## src/design/gmse_pkg.sv

```systemverilog
// Package for the graphics-mode scanline expander.
// Shared types, register indexes, mode codes and the row-count table.
// No dependencies.
`timescale 1ns / 1ps
`default_nettype none

package gmse_pkg;

   localparam int CSR_INDEX_W  = 8;
   localparam int CSR_DATA_W   = 8;
   localparam int MAX_RESULTS  = 48;
   localparam int EMIT_CNT_W   = $clog2(MAX_RESULTS);
   localparam int BYTE_PIX_MAX = 16;
   localparam int BYTE_PIX_W   = 5;
   localparam int OUT_W        = 64;

   // configuration register indexes
   localparam logic [CSR_INDEX_W-1:0] CSR_GRAPHICS_MODE = 8'd0;
   localparam logic [CSR_INDEX_W-1:0] CSR_COLOR_SET     = 8'd1;
   localparam logic [CSR_INDEX_W-1:0] CSR_FG_SET0       = 8'd2;
   localparam logic [CSR_INDEX_W-1:0] CSR_FG_SET1       = 8'd3;

   // graphics mode codes
   localparam logic [2:0] MODE_1C = 3'd0;
   localparam logic [2:0] MODE_1R = 3'd1;
   localparam logic [2:0] MODE_2C = 3'd2;
   localparam logic [2:0] MODE_2R = 3'd3;
   localparam logic [2:0] MODE_3C = 3'd4;
   localparam logic [2:0] MODE_3R = 3'd5;
   localparam logic [2:0] MODE_6C = 3'd6;
   localparam logic [2:0] MODE_6R = 3'd7;

   localparam logic [3:0] FG_SET0_RESET = 4'd1;
   localparam logic [3:0] FG_SET1_RESET = 4'd5;

   typedef struct packed {
      logic [2:0] graphics_mode;
      logic       color_set_select;
      logic [3:0] fg_index_set0;
      logic [3:0] fg_index_set1;
   } cfg_type;

   typedef struct packed {
      logic load_byte;   // capture a new video byte
      logic chunk;       // place one run of pixels into the line
      logic emit_issue;  // read the next group toward the output
   } dp_cmd_type;

   typedef struct packed {
      logic byte_done;   // this chunk finishes the byte
      logic line_done;   // this chunk fills the line
      logic emit_last;   // the group being issued ends the run
   } dp_status_type;

   function automatic logic [1:0] rows_for_mode(input logic [2:0] mode);
      logic [1:0] rows;
      unique case (mode)
         MODE_1C, MODE_1R, MODE_2C: rows = 2'd3;
         MODE_2R, MODE_3C:          rows = 2'd2;
         default:                   rows = 2'd1;
      endcase
      return rows;
   endfunction

endpackage

`default_nettype wire

```

## src/design/graphics_mode_scanline_expander_core.sv

```systemverilog
// Top level of the graphics-mode scanline expander: configuration registers,
// controller and datapath. Depends on gmse_pkg, gmse_ctrl and gmse_datapath.
`timescale 1ns / 1ps
`default_nettype none

// Each video byte is expanded to 8 or 16 palette indices and packed into a
// line of LINE_PIXELS pixels. After the accept, a byte is placed as runs of
// pixels up to the next group boundary (one or two runs at the default
// sizes); the next byte is taken while the last run of the current one is
// placed, unless that run fills the line. When the line is full it is
// replayed from the line RAM, one group per cycle while the output is not
// stalled, over its single read port, rows x groups groups in all (at most
// 48). Mode 1C at defaults: 16 bytes and 48 groups per line. The RAM read
// register is the output register, so the next line may start filling while
// the final group waits. The line RAM needs no clearing pass.
module graphics_mode_scanline_expander_core
   import gmse_pkg::*;
#(
   parameter int LINE_PIXELS  = 256,
   parameter int GROUP_PIXELS = 16
) (
   input  wire logic                   clock,
   input  wire logic                   reset,
   input  wire logic                   req_valid,
   output      logic                   req_stall,
   input  wire logic [7:0]             req_video_byte,
   output      logic                   rsp_valid,
   input  wire logic                   rsp_stall,
   output      logic [OUT_W-1:0]       rsp_pixel_group,
   output      logic                   rsp_last_of_run,
   input  wire logic                   csr_valid,
   output      logic                   csr_ready,
   input  wire logic [CSR_INDEX_W-1:0] csr_index,
   input  wire logic [CSR_DATA_W-1:0]  csr_wdata
);

   cfg_type       cfg_ff, cfg_in;
   dp_cmd_type    cmd;
   dp_status_type status;

   assign csr_ready = 1'b1;

   always_comb begin
      cfg_in = cfg_ff;
      if (csr_valid && csr_ready) begin
         unique case (csr_index)
            CSR_GRAPHICS_MODE: cfg_in.graphics_mode    = csr_wdata[2:0];
            CSR_COLOR_SET:     cfg_in.color_set_select = csr_wdata[0];
            CSR_FG_SET0:       cfg_in.fg_index_set0    = csr_wdata[3:0];
            CSR_FG_SET1:       cfg_in.fg_index_set1    = csr_wdata[3:0];
            default:           cfg_in = cfg_ff;
         endcase
      end
   end

   always_ff @(posedge clock) begin
      if (reset) begin
         cfg_ff.graphics_mode    <= MODE_1C;
         cfg_ff.color_set_select <= 1'b0;
         cfg_ff.fg_index_set0    <= FG_SET0_RESET;
         cfg_ff.fg_index_set1    <= FG_SET1_RESET;
      end else begin
         cfg_ff <= cfg_in;
      end
   end

   gmse_ctrl u_ctrl (
      .clock    (clock),
      .reset    (reset),
      .req_valid(req_valid),
      .req_stall(req_stall),
      .rsp_valid(rsp_valid),
      .rsp_stall(rsp_stall),
      .cmd      (cmd),
      .status   (status)
   );

   gmse_datapath #(
      .LINE_PIXELS (LINE_PIXELS),
      .GROUP_PIXELS(GROUP_PIXELS)
   ) u_datapath (
      .clock      (clock),
      .reset      (reset),
      .cfg        (cfg_ff),
      .cmd        (cmd),
      .status     (status),
      .video_byte (req_video_byte),
      .pixel_group(rsp_pixel_group),
      .last_of_run(rsp_last_of_run)
   );

endmodule

`default_nettype wire

```

## src/design/gmse_ram.sv

```systemverilog
// Generic single-write, single-read RAM with registered read data.
// No dependencies.
`timescale 1ns / 1ps
`default_nettype none

module gmse_ram #(
   parameter int WIDTH = 64,
   parameter int DEPTH = 16
) (
   input  wire logic                     clock,
   input  wire logic                     we,
   input  wire logic [$clog2(DEPTH)-1:0] waddr,
   input  wire logic [WIDTH-1:0]         wdata,
   input  wire logic                     re,
   input  wire logic [$clog2(DEPTH)-1:0] raddr,
   output      logic [WIDTH-1:0]         rdata
);

   logic [WIDTH-1:0] mem_ff [DEPTH];
   logic [WIDTH-1:0] rdata_ff;

   always_ff @(posedge clock) begin
      if (we) begin
         mem_ff[waddr] <= wdata;
      end
      if (re) begin
         rdata_ff <= mem_ff[raddr];
      end
   end

   assign rdata = rdata_ff;

endmodule

`default_nettype wire

```

## src/design/gmse_datapath.sv

```systemverilog
// Datapath: byte expansion, group assembly, line store and line replay.
// Depends on gmse_pkg and gmse_ram.
`timescale 1ns / 1ps
`default_nettype none

module gmse_datapath
   import gmse_pkg::*;
#(
   parameter int LINE_PIXELS  = 256,
   parameter int GROUP_PIXELS = 16
) (
   input  wire logic          clock,
   input  wire logic          reset,
   input  wire cfg_type       cfg,
   input  wire dp_cmd_type    cmd,
   output      dp_status_type status,
   input  wire logic [7:0]    video_byte,
   output      logic [OUT_W-1:0] pixel_group,
   output      logic          last_of_run
);

   localparam int GPL    = (LINE_PIXELS + GROUP_PIXELS - 1) / GROUP_PIXELS;
   localparam int AW     = $clog2(GPL);
   localparam int FILL_W = $clog2(LINE_PIXELS + 1);
   localparam int SLOT_W = $clog2(GROUP_PIXELS + 1);
   localparam int GW     = 4 * GROUP_PIXELS;

   localparam logic [3:0] MONO_GREEN = 4'd1;
   localparam logic [3:0] MONO_BUFF  = 4'd5;

   logic [7:0]            byte_ff, byte_in;
   logic [BYTE_PIX_W-1:0] off_ff, off_in;
   logic [SLOT_W-1:0]     slot_ff, slot_in;
   logic [AW-1:0]         grp_ff, grp_in;
   logic [FILL_W-1:0]     fill_ff, fill_in;
   logic [GW-1:0]         acc_ff, acc_in;
   logic [AW-1:0]         egrp_ff, egrp_in;
   logic [1:0]            erow_ff, erow_in;
   logic [1:0]            rows_ff, rows_in;
   logic [EMIT_CNT_W-1:0] ecnt_ff, ecnt_in;
   logic                  last_ff, last_in;

   logic [3:0]            pix [BYTE_PIX_MAX];
   logic [BYTE_PIX_W-1:0] npix, rem_b, rem_g, c0, cnt;
   logic [FILL_W-1:0]     rem_l;
   logic                  grp_full, line_done, byte_done, flush, emit_last;
   logic [GW-1:0]         acc_next;
   logic [3:0]            fg_sel, mono;
   logic [GW-1:0]         rdata;

   // ---- expansion of the held byte into up to sixteen palette indices ----
   assign fg_sel = cfg.color_set_select ? cfg.fg_index_set1 : cfg.fg_index_set0;
   assign mono   = (fg_sel == MONO_GREEN) ? MONO_GREEN : MONO_BUFF;
   assign npix   = (cfg.graphics_mode == MODE_1C ||
                    (cfg.graphics_mode[0] && cfg.graphics_mode != MODE_6R))
                   ? BYTE_PIX_W'(16) : BYTE_PIX_W'(8);

   always_comb begin
      logic [3:0] iv;
      logic [1:0] k;
      logic [2:0] bi;
      logic [1:0] fld;
      for (int i = 0; i < BYTE_PIX_MAX; i++) begin
         iv  = 4'(i);
         k   = (cfg.graphics_mode == MODE_1C) ? iv[3:2] : iv[2:1];
         fld = 2'(byte_ff >> {~k, 1'b0});
         bi  = (cfg.graphics_mode == MODE_6R) ? iv[2:0] : iv[3:1];
         if (!cfg.graphics_mode[0]) begin
            pix[i] = 4'({1'b0, cfg.color_set_select, fld}) + 4'd1;
         end else if (cfg.graphics_mode == MODE_6R) begin
            pix[i] = byte_ff[~bi] ? mono : 4'd0;
         end else begin
            pix[i] = byte_ff[~bi] ? fg_sel : 4'd0;
         end
      end
   end

   // ---- run length: bounded by byte, group and line ----
   always_comb begin
      rem_b = npix - off_ff;
      rem_g = BYTE_PIX_W'(SLOT_W'(GROUP_PIXELS) - slot_ff);
      c0    = (rem_b < rem_g) ? rem_b : rem_g;
      rem_l = FILL_W'(LINE_PIXELS) - fill_ff;
      cnt   = (FILL_W'(c0) > rem_l) ? BYTE_PIX_W'(rem_l) : c0;
   end

   assign line_done = (fill_ff + FILL_W'(cnt)) == FILL_W'(LINE_PIXELS);
   assign grp_full  = (6'(slot_ff) + 6'(cnt)) == 6'(GROUP_PIXELS);
   assign byte_done = ((off_ff + cnt) == npix) || line_done;
   assign flush     = grp_full || line_done;

   always_comb begin
      logic [5:0] pos;
      acc_next = acc_ff;
      for (int j = 0; j < GROUP_PIXELS; j++) begin
         pos = 6'(j) - 6'(slot_ff) + 6'(off_ff);
         if (6'(j) >= 6'(slot_ff) && 6'(j) < 6'(slot_ff) + 6'(cnt)) begin
            acc_next[GW-4-4*j +: 4] = pix[pos[3:0]];
         end
      end
   end

   // ---- replay counters ----
   assign emit_last = (egrp_ff == AW'(GPL - 1) && erow_ff == rows_ff - 2'd1) ||
                      (ecnt_ff == EMIT_CNT_W'(MAX_RESULTS - 1));

   always_comb begin
      byte_in = cmd.load_byte ? video_byte : byte_ff;
      off_in  = off_ff;
      slot_in = slot_ff;
      grp_in  = grp_ff;
      fill_in = fill_ff;
      acc_in  = acc_ff;
      egrp_in = egrp_ff;
      erow_in = erow_ff;
      rows_in = rows_ff;
      ecnt_in = ecnt_ff;
      last_in = last_ff;
      if (cmd.chunk) begin
         off_in  = byte_done ? '0 : off_ff + cnt;
         fill_in = line_done ? '0 : fill_ff + FILL_W'(cnt);
         if (flush) begin
            acc_in  = '0;
            slot_in = '0;
            grp_in  = line_done ? '0 : grp_ff + AW'(1);
         end else begin
            acc_in  = acc_next;
            slot_in = slot_ff + SLOT_W'(cnt);
         end
         if (line_done) begin
            egrp_in = '0;
            erow_in = '0;
            ecnt_in = '0;
            rows_in = rows_for_mode(cfg.graphics_mode);
         end
      end
      if (cmd.load_byte) begin
         off_in = '0;
      end
      if (cmd.emit_issue) begin
         last_in = emit_last;
         ecnt_in = ecnt_ff + EMIT_CNT_W'(1);
         if (egrp_ff == AW'(GPL - 1)) begin
            egrp_in = '0;
            erow_in = erow_ff + 2'd1;
         end else begin
            egrp_in = egrp_ff + AW'(1);
         end
      end
   end

   always_ff @(posedge clock) begin
      if (reset) begin
         off_ff  <= '0;
         slot_ff <= '0;
         grp_ff  <= '0;
         fill_ff <= '0;
         acc_ff  <= '0;
         egrp_ff <= '0;
         erow_ff <= '0;
         rows_ff <= 2'd1;
         ecnt_ff <= '0;
      end else begin
         off_ff  <= off_in;
         slot_ff <= slot_in;
         grp_ff  <= grp_in;
         fill_ff <= fill_in;
         acc_ff  <= acc_in;
         egrp_ff <= egrp_in;
         erow_ff <= erow_in;
         rows_ff <= rows_in;
         ecnt_ff <= ecnt_in;
      end
   end

   always_ff @(posedge clock) begin
      byte_ff <= byte_in;
      last_ff <= last_in;
   end

   // line store; its read register is the output register
   gmse_ram #(
      .WIDTH(GW),
      .DEPTH(GPL)
   ) u_line_ram (
      .clock(clock),
      .we   (cmd.chunk && flush),
      .waddr(grp_ff),
      .wdata(acc_next),
      .re   (cmd.emit_issue),
      .raddr(egrp_ff),
      .rdata(rdata)
   );

   assign pixel_group      = OUT_W'(rdata);
   assign last_of_run      = last_ff;
   assign status.byte_done = byte_done;
   assign status.line_done = line_done;
   assign status.emit_last = emit_last;

endmodule

`default_nettype wire

```

## src/design/gmse_ctrl.sv

```systemverilog
// Controller: accepts bytes, sequences pixel runs and replays the line.
// Depends on gmse_pkg.
`timescale 1ns / 1ps
`default_nettype none

module gmse_ctrl
   import gmse_pkg::*;
(
   input  wire logic          clock,
   input  wire logic          reset,
   input  wire logic          req_valid,
   output      logic          req_stall,
   output      logic          rsp_valid,
   input  wire logic          rsp_stall,
   output      dp_cmd_type    cmd,
   input  wire dp_status_type status
);

   localparam logic [1:0] S_IDLE   = 2'd0;
   localparam logic [1:0] S_EXPAND = 2'd1;
   localparam logic [1:0] S_EMIT   = 2'd2;

   logic [1:0] state_ff, state_in;
   logic       rsp_valid_ff, rsp_valid_in;
   logic       accept, issue;

   always_comb begin
      req_stall = 1'b1;
      issue     = 1'b0;
      unique case (state_ff)
         S_IDLE:   req_stall = 1'b0;
         // next byte may enter on the last run of the current one
         S_EXPAND: req_stall = !(status.byte_done && !status.line_done);
         S_EMIT:   issue     = !rsp_valid_ff || !rsp_stall;
         default:  req_stall = 1'b1;
      endcase
   end

   assign accept = req_valid && !req_stall;

   always_comb begin
      state_in = state_ff;
      unique case (state_ff)
         S_IDLE: begin
            if (accept) state_in = S_EXPAND;
         end
         S_EXPAND: begin
            if (status.line_done)      state_in = S_EMIT;
            else if (status.byte_done) state_in = accept ? S_EXPAND : S_IDLE;
         end
         S_EMIT: begin
            if (issue && status.emit_last) state_in = S_IDLE;
         end
         default: state_in = S_IDLE;
      endcase
   end

   always_comb begin
      if (issue)           rsp_valid_in = 1'b1;
      else if (!rsp_stall) rsp_valid_in = 1'b0;
      else                 rsp_valid_in = rsp_valid_ff;
   end

   always_ff @(posedge clock) begin
      if (reset) begin
         state_ff     <= S_IDLE;
         rsp_valid_ff <= 1'b0;
      end else begin
         state_ff     <= state_in;
         rsp_valid_ff <= rsp_valid_in;
      end
   end

   assign cmd.load_byte  = accept;
   assign cmd.chunk      = (state_ff == S_EXPAND);
   assign cmd.emit_issue = issue;
   assign rsp_valid      = rsp_valid_ff;

endmodule

`default_nettype wire

```

## config.mk

```make
export PLATFORM = sky130hd
export DESIGN_NAME = graphics_mode_scanline_expander_core
export DESIGN_NICKNAME = d
export VERILOG_FILES = /design/src/design/gmse_pkg.sv /design/src/design/graphics_mode_scanline_expander_core.sv /design/src/design/gmse_ram.sv /design/src/design/gmse_datapath.sv /design/src/design/gmse_ctrl.sv
export SDC_FILE = /design/constraint.sdc
export NUM_CORES = 2
export LEC_CHECK = 0
export BUFFER_PORTS_ARGS = -buffer_cell sky130_fd_sc_hd__buf_4
export CAP_MARGIN = 20
export CORE_UTILIZATION = 50
export DETAILED_ROUTE_END_ITERATION = 10
export GPL_TIMING_DRIVEN = 0
export HOLD_SLACK_MARGIN = 0.05
export PLACE_DENSITY = 0.63
export SLEW_MARGIN = 10
export SYNTH_ARGS = -nofsm -noshare
export SYNTH_HDL_FRONTEND = slang
export SYNTH_SLANG_ARGS = --single-unit
```

## constraint.sdc

```tcl
create_clock -name clock -period 23.2 [get_ports clock]
set_input_delay 2.32 -clock clock [delete_from_list [all_inputs] [get_ports clock]]
set_output_delay 2.32 -clock clock [all_outputs]
set_load 0.03 [all_outputs]
```

# == Word-level counts from Yosys, hierarchy flattened ==
# Memories as Yosys holds them, arrays and structs flattened. A register that Yosys moved wholly into a read port is not among the register bits.
# Cells that the tools add are included.
# word_totals
mem_bits_ro,0
ram_bits,1024
output_inout_bits,68
regBits,125
latch_bits,0
memories,1
elab_cells,456
# op_classes
n_div,0
mux,210
n_mul,0
shifts,6
n_addsub,52
n_eq_ne,22
n_bitwise,36
n_reduce_logical,48
magnitude_cmp,64
# memory_table
memory,depth,word_bits,read_ports,rd_clocked_by_memory_dff,write_ports,line_no,rtl
u_datapath.u_line_ram.mem_ff,16,64,1,1,1,gmse_ram.sv:19,logic [WIDTH-1:0] mem_ff [DEPTH];
# op_table
cell,n
$mux 4,118
$bmux 4 s4,16
$ge 5x5->1 const B,16
$not 4->5,16
$add 4x4->4,16
$mux 64,1
$lt 3x4->1 const B,14
$lt 4x6->1 const A,8
$shr 8x3->2,6
$bmux 1 s3,14
$not 3->3,14
$ge 4x5->1 const A,8
$add 3x1->4 const B,8
$mux 2,16
$sub 4x4->4 const A,8
$mux 3,9
$mux 5,5
$lt 3x6->1 const A,4
$mux 1,24
$logic_and 1x1->1,22
$ge 3x5->1 const A,4
$mux 6,3
$eq 8x2->1 const B,2
$sub 3x4->4 const A,4
other kinds (48),82

# == Longest topological paths before layout ==
# logic_depth
ltp_word,21
depth_mapped,32
depth_no_buf,29

# == Hierarchy ==
# A second synthesis with hierarchy kept.
# unflattened
cells_unflattened,2988
area_unflattened_um2,51863.5
# modules_own_cells
module,cells_each,n_inst,area_each_um2
gmse_ram,1647,1,40222.3
gmse_datapath,1269,1,10909.2
graphics_mode_scanline_expander_core,52,1,543.0
gmse_ctrl,20,1,188.9

# == Worst setup path after synthesis ==
# OpenSTA, ideal clock, no wires.
# synth_path
kind,flip-flop to flip-flop
startpoint,register u_datapath.slot_ff[1]
endpoint,memory u_datapath.u_line_ram.mem_ff[3][0] (enable)
t_required_ps,22636
n_path_buf,2
path_slack_ps,12397
arrival_ps,10239
setup_time_ps,564
path_stages_with_launch,27
cell_sequence,dfxtp_1 > clkbuf_1 > inv_1 > ha_1 > inv_1 > ha_1 > a21o_1 > a21oi_1 > o21bai_1 > maj3_1 > mux2_2 > ha_1 > nor2b_1 > o21a_1 > o21bai_1 > a211o_1 > buf_6 > a21oi_1 > ha_1 > inv_1 > fa_1 > nor2b_1 > o21ai_1 > or3_1 > a311oi_1 > o211ai_1 > nor3_1
# synth_between
elab_chain_len,11
# synth_lines
item,line_no,rtl
"start, declared",gmse_datapath.sv:33,"logic [SLOT_W-1:0] slot_ff, slot_in;"
"start signal, assigned",gmse_datapath.sv:165,slot_ff <= slot_in;
$sub 5x5->5,gmse_datapath.sv:81,rem_g = BYTE_PIX_W'(SLOT_W'(GROUP_PIXELS) - slot_ff);
$lt 5x5->1,gmse_datapath.sv:82,c0 = (rem_b < rem_g) ? rem_b : rem_g;
$mux 5,gmse_datapath.sv:82,
$gt 5x9->1,gmse_datapath.sv:84,cnt = (FILL_W'(c0) > rem_l) ? BYTE_PIX_W'(rem_l) : c0;
$mux 5,gmse_datapath.sv:84,
$add 9x5->9 / $add 5x5->6 (equally long branches),"gmse_datapath.sv:87, gmse_datapath.sv:88",
$eq 9x9->1 / $eq 6x5->1 (equally long branches),"gmse_datapath.sv:87, gmse_datapath.sv:88",
$logic_or 1x1->1 *,gmse_datapath.sv:90,assign flush = grp_full || line_done;
$logic_and 1x1->1 *,gmse_datapath.sv:187,".we (cmd.chunk && flush),"
$mux 1 *,gmse_ram.sv:23,if (we) begin
$mux 1 (not written as such) *,gmse_ram.sv:24,mem_ff[waddr] <= wdata;
"end, declared",gmse_ram.sv:19,
# Mark *: on every way between the ends. The rest lies on a longest branch, timed or not.

# == Final worst setup path ==
# layout_path
startpoint,register cfg_ff[11] (netlist name)
endpoint,output req_stall
# layout_between
elab_chain_len,15
# layout_lines
item,line_no,rtl
"start, declared",graphics_mode_scanline_expander_core.sv:37,"cfg_type cfg_ff, cfg_in;"
"start signal, assigned",graphics_mode_scanline_expander_core.sv:63,cfg_ff <= cfg_in;
$ne 3x3->1,gmse_datapath.sv:55,(cfg.graphics_mode[0] && cfg.graphics_mode != MODE_6R))
$logic_and 1x1->1,gmse_datapath.sv:55,
$logic_or 1x1->1 *,gmse_datapath.sv:54,assign npix = (cfg.graphics_mode == MODE_1C ||
$mux 5 *,gmse_datapath.sv:56,? BYTE_PIX_W'(16) : BYTE_PIX_W'(8);
$sub 5x5->5,gmse_datapath.sv:80,rem_b = npix - off_ff;
$lt 5x5->1,gmse_datapath.sv:82,
$mux 5,gmse_datapath.sv:82,
$gt 5x9->1,gmse_datapath.sv:84,
$mux 5,gmse_datapath.sv:84,
$add 9x5->9 / $add 5x5->5 (equally long branches),"gmse_datapath.sv:87, gmse_datapath.sv:89",
$eq 9x9->1 / $eq 5x5->1 (equally long branches),"gmse_datapath.sv:87, gmse_datapath.sv:89",
$logic_or 1x1->1 / $logic_not 1->1 (equally long branches),"gmse_datapath.sv:89, gmse_ctrl.sv:33",
$logic_and 1x1->1 *,gmse_ctrl.sv:33,S_EXPAND: req_stall = !(status.byte_done && !status.line_done);
$logic_not 1->1 *,gmse_ctrl.sv:33,
$pmux 1 s2 *,gmse_ctrl.sv:30,unique case (state_ff)
"end, declared",graphics_mode_scanline_expander_core.sv:25,"output logic req_stall,"
# Marks and branches as above.

==> Implementation_results.wiki <==
{| class="wikitable"
! Metric !! Value
|-
| Placed instance count || 4869
|-
| Post-Synth Adder-Cell Area || 0.0186
|-
| Xor and xnor area share after synthesis || 0.00976
|-
| Worst slew slack as a fraction of its limit || 0.183
|-
| Post-route ant nets || 0
|-
| Yosys Warn Count || 0
|-
| Num ports || 97
|-
| Combinational family with the most area after synthesis || multiplexers
|-
| Kind of end point of the critical path || output pin
|-
| Detailed-route via count || 32100
|-
| Worst Tran Pin Value || 1.22 ns
|-
| Placer Congestion || 0.916
|-
| Portion of the post-synthesis area used by sequential elements || 0.671
|-
| Number of cell rows || 118
|-
| Finished Cell Area || 60200 µm²
|-
| DRT Pass-1 Iters || 6
|-
| Total number of clock tree sinks || 1213
|-
| Number of buffers added on ports || 91
|-
| Area of the mapped netlist || 52500 µm²
|-
| Number of flops mapped to enable cells by yosys || 1097
|-
| Final worst path period need || 10.94 ns
|-
| Timing-limited maximum frequency || 91.4 MHz
|-
| Post-synthesis async set-or-reset flop share || 0
|-
| Clk Tree Root Cell || sky130_fd_sc_hd__clkbuf_16
|-
| Die footprint || 106000 µm²
|-
| Count of H-tree levels built during CTS || 3
|-
| Largest area contributor in the synthesized netlist || sky130_fd_sc_hd__edfxtp_1
|-
| Final Non-Filler Cells || 5099
|-
| Number of instances in the synthesized netlist || 3333
|-
| Arrival time at the worst endpoint || 8.62 ns
|-
| Final net count || 3716
|-
| Max IR drop VDD || 0.0000827 V
|-
| Run status || complete, no violations
|-
| Vias in the first global route || 31800
|-
| Flip-flop and latch count after synthesis || 1213
|-
| Required @ worst endpoint || 20.88 ns
|-
| Inserted Clock Buffers || 120
|-
| Floorplan core area || 104000 µm²
|-
| Area share of the leading cell type in the synthesized netlist || 0.627
|-
| Largest stage delay, worst path || 0.67 ns
|-
| Worst min-delay path class || reg -> reg
|-
| Post-synth top flop || sky130_fd_sc_hd__edfxtp_1
|-
| CP max stage cell || sky130_fd_sc_hd__o21ai_1
|-
| Share of cell area taken by muxes after synthesis || 0.152
|-
| Pre-CTS setup slack || 13.09 ns
|-
| Worst hold slack || 0.453 ns
|-
| Largest fanout on the critical path || 10
|-
| Largest clock skew in the final design || 0.0533 ns
|-
| Setup fix buffers added after clock tree synthesis || 0
|-
| Die Height || 326 µm
|-
| Final setup margin || 12.26 ns
|-
| Number of buffers inserted by hold repair at cts || 0
|-
| Static leakage || 20.0 nW
|-
| HPWL after detailed placement || 106000 µm
|-
| Share of cells above drive strength 1 || 0.187
|-
| GRT Util Overall || 0.285
|-
| Post-synthesis share of cell area spent on and, or, nand and nor gates || 0.0397
|-
| Effective utilization at floorplan || 0.506
|-
| Remaining DRCs || 0
|-
| Total detailed-routing wirelength || 153000 µm
|-
| Wire length of the first global-routing pass || 220000 µm
|-
| CTS-repair resized insts || 0
|-
| Count of final hold-check violations || 0
|-
| Maximum number of buffers from clock root to sink || 3
|-
| Top area cells in the synthesized netlist || sky130_fd_sc_hd__edfxtp_1, sky130_fd_sc_hd__mux4_2, sky130_fd_sc_hd__mux2i_1
|-
| Wire length per cell || 30.0 µm
|-
| Initial antenna violation count || 5
|-
| Count of pins over their slew limit || 0
|-
| Setup CP Type || reg -> out
|-
| Insertion delay of the later-clocked pin in the worst-skew pair || 0.73 ns
|-
| Largest net degree at the start of global routing || 48
|-
| Number of distinct library cell variants in the gate-level netlist after synthesis || 90
|-
| Total negative slack || 0 ns
|-
| Post-Place Cell Area || 56200 µm²
|-
| Clock tree from TritonCTS || done
|-
| Synth Area in Compound Gates || 0.0892
|-
| Clock-pin slew reported for the worst setup and hold paths after clock tree synthesis || 0.06 ns
|-
| Total gr overflow || 0
|-
| Most numerous cell on the critical path || sky130_fd_sc_hd__ha_1
|-
| Period utilisation layout || 0.472
|-
| Area added between synthesis and finish || 14.5%
|-
| Net count of the mapped netlist || 3431
|-
| Power per cell area || 74.6 nW/µm²
|-
| Vias per cell || 6.30
|-
| Chip width || 326 µm
|-
| Post-Synthesis Mean Instance Area || 15.8 µm²
|-
| Drt first-iter violations || 3621
|-
| Antenna cell count || 0
|-
| Endpoints failing setup || 0
|-
| Worst setup SP type || register
|-
| Number of violations of the max-capacitance limit || 0
|-
| Unrepaired setup endpoints after global routing || false
|}
-- sequential cells by signal, indices dropped and copies added (netlist names) --
| signal | count |
|---|---|
| cfg_ff | 12 |
| u_datapath.u_line_ram.rdata | 64 |
| u_datapath.off_ff | 5 |
| u_datapath.byte_ff | 8 |
| u_ctrl.rsp_valid | 1 |
| u_datapath.u_line_ram.mem_ff | 1024 |
| u_datapath.slot_ff | 5 |
| u_datapath.fill_ff | 9 |
| u_datapath.egrp_ff | 4 |
| u_datapath.rows_ff | 2 |
| u_datapath.ecnt_ff | 6 |
| u_ctrl.state_ff | 2 |
| u_datapath.last_of_run | 1 |
| u_datapath.grp_ff | 4 |
| u_datapath.erow_ff | 2 |
| u_datapath.acc_ff | 64 |
-- cells in the final DEF, fill, tap and decap left out, drive strengths merged, types with 55 or more instances in the layout --
cell    netlist  routed
mux2i       288     288
a221oi       67      67
a21oi       130     130
o21ai       204     204
a22oi        69      69
nand2       195     195
nor2        100     100
buf          62     224
mux4        164     164
edfxtp     1097    1097
clkbuf      129     287
dfxtp       116     116
inv          68      71
mux2        125     125
ha           55      55
-- kinds of logic (layout without fill, tap and decap cells) --
group,Yosys count,in the layout
xor gates and xnor gates,56,56
other,1,1
DFF,1213,1213
muxes,577,577
AOI/OAI and AO/OA,703,703
buffers and inverters,261,647
adders and majority gates,70,70
and+or+nand+nor,452,452
-- path summary, 6_finish.rpt --
| kind | startpoint | endpoint | slack (ns) | cells past startpoint |
|---|---|---|---|---|
| min | u_datapath.acc_ff[30] | u_datapath.acc_ff[30] | 0.45 | 2 |
| min reg2reg | u_datapath.acc_ff[30] | u_datapath.acc_ff[30] | 0.45 | 2 |
| max reg2reg | cfg_ff[11] | u_datapath.u_line_ram.mem_ff[0][44] | 13.64 | 30 |
| max | cfg_ff[11] | req_stall | 12.26 | 29 |
-- routing by layer --
layer | up-vias | part of all wire | track usage
li1 | 13900 | - | -
met1 | 16600 | 0.42 | 0.395
met3 | 209 | 0.068 | 0.0362
met4 | 0 | 0.028 | 0.0825
met5 | - | 0 | 0
met2 | 1398 | 0.49 | 0.475
-- synthesized netlist by cell type (all sizes together) (5+ instances only) --
master and n:
edfxtp 1097, mux2i 288, o21ai 204, nand2 195
mux4 164, a21oi 130, clkbuf 129, mux2 125
dfxtp 116, nor2 100, a22oi 69, inv 68
a221oi 67, buf 62, ha 55, nor3 39
a22o 35, xnor2 28, xor2 27, a21o 25
nand3 25, a211oi 18, a31oi 18, o22ai 17
a32o 15, and3 15, fa 14, nand2b 13
nor2b 13, o31ai 12, o211ai 10, o32ai 10
or3 9, a211o 8, a31o 8, nor3b 8
o211a 7, o21bai 6, a21boi 5, nor4 5
o2bb2ai 5, or2 5, or4b 5
-- cell type report --
type                    count  area [µm²]
inverters                  70         263
multi-input cells        1859       16400
well taps                1380        1730
clock inverters            66         621
clock buffers             157        3290
repair buffers            163        1830
fillers                  7876       43600
flip-flops and latches   1213       35300
plain buffers             191         759
-- power breakdown --
group / switching [mW] / total (mW) / internal, mW
registers: 0.00359 / 2.41 / 2.40
logic: 0.115 / 0.162 / 0.0462
clock network: 0.828 / 1.92 / 1.10
total: 0.946 / 4.49 / 3.54
-- worst max-delay path, delay by kind of cell (launching register included) --
family          cells  cell delay (ns)
simple gates        3             0.49
mux                 1             0.35
fa+ha+maj           6             2.12
compound gates     11             3.06
xor+xnor            2             0.57
flops               1             0.39
buf+inv             6             0.93
-- metrics by stage --
stage / utilization / power, mW
floorplan: - / 2.54
global placement: 0.530 / 2.60
detailed placement: 0.541 / 2.61
CTS: 0.579 / 4.51
global route: 0.580 / 4.60
finish: 0.580 / 4.49
No activity file was read; power rests on OpenSTA's default activity.
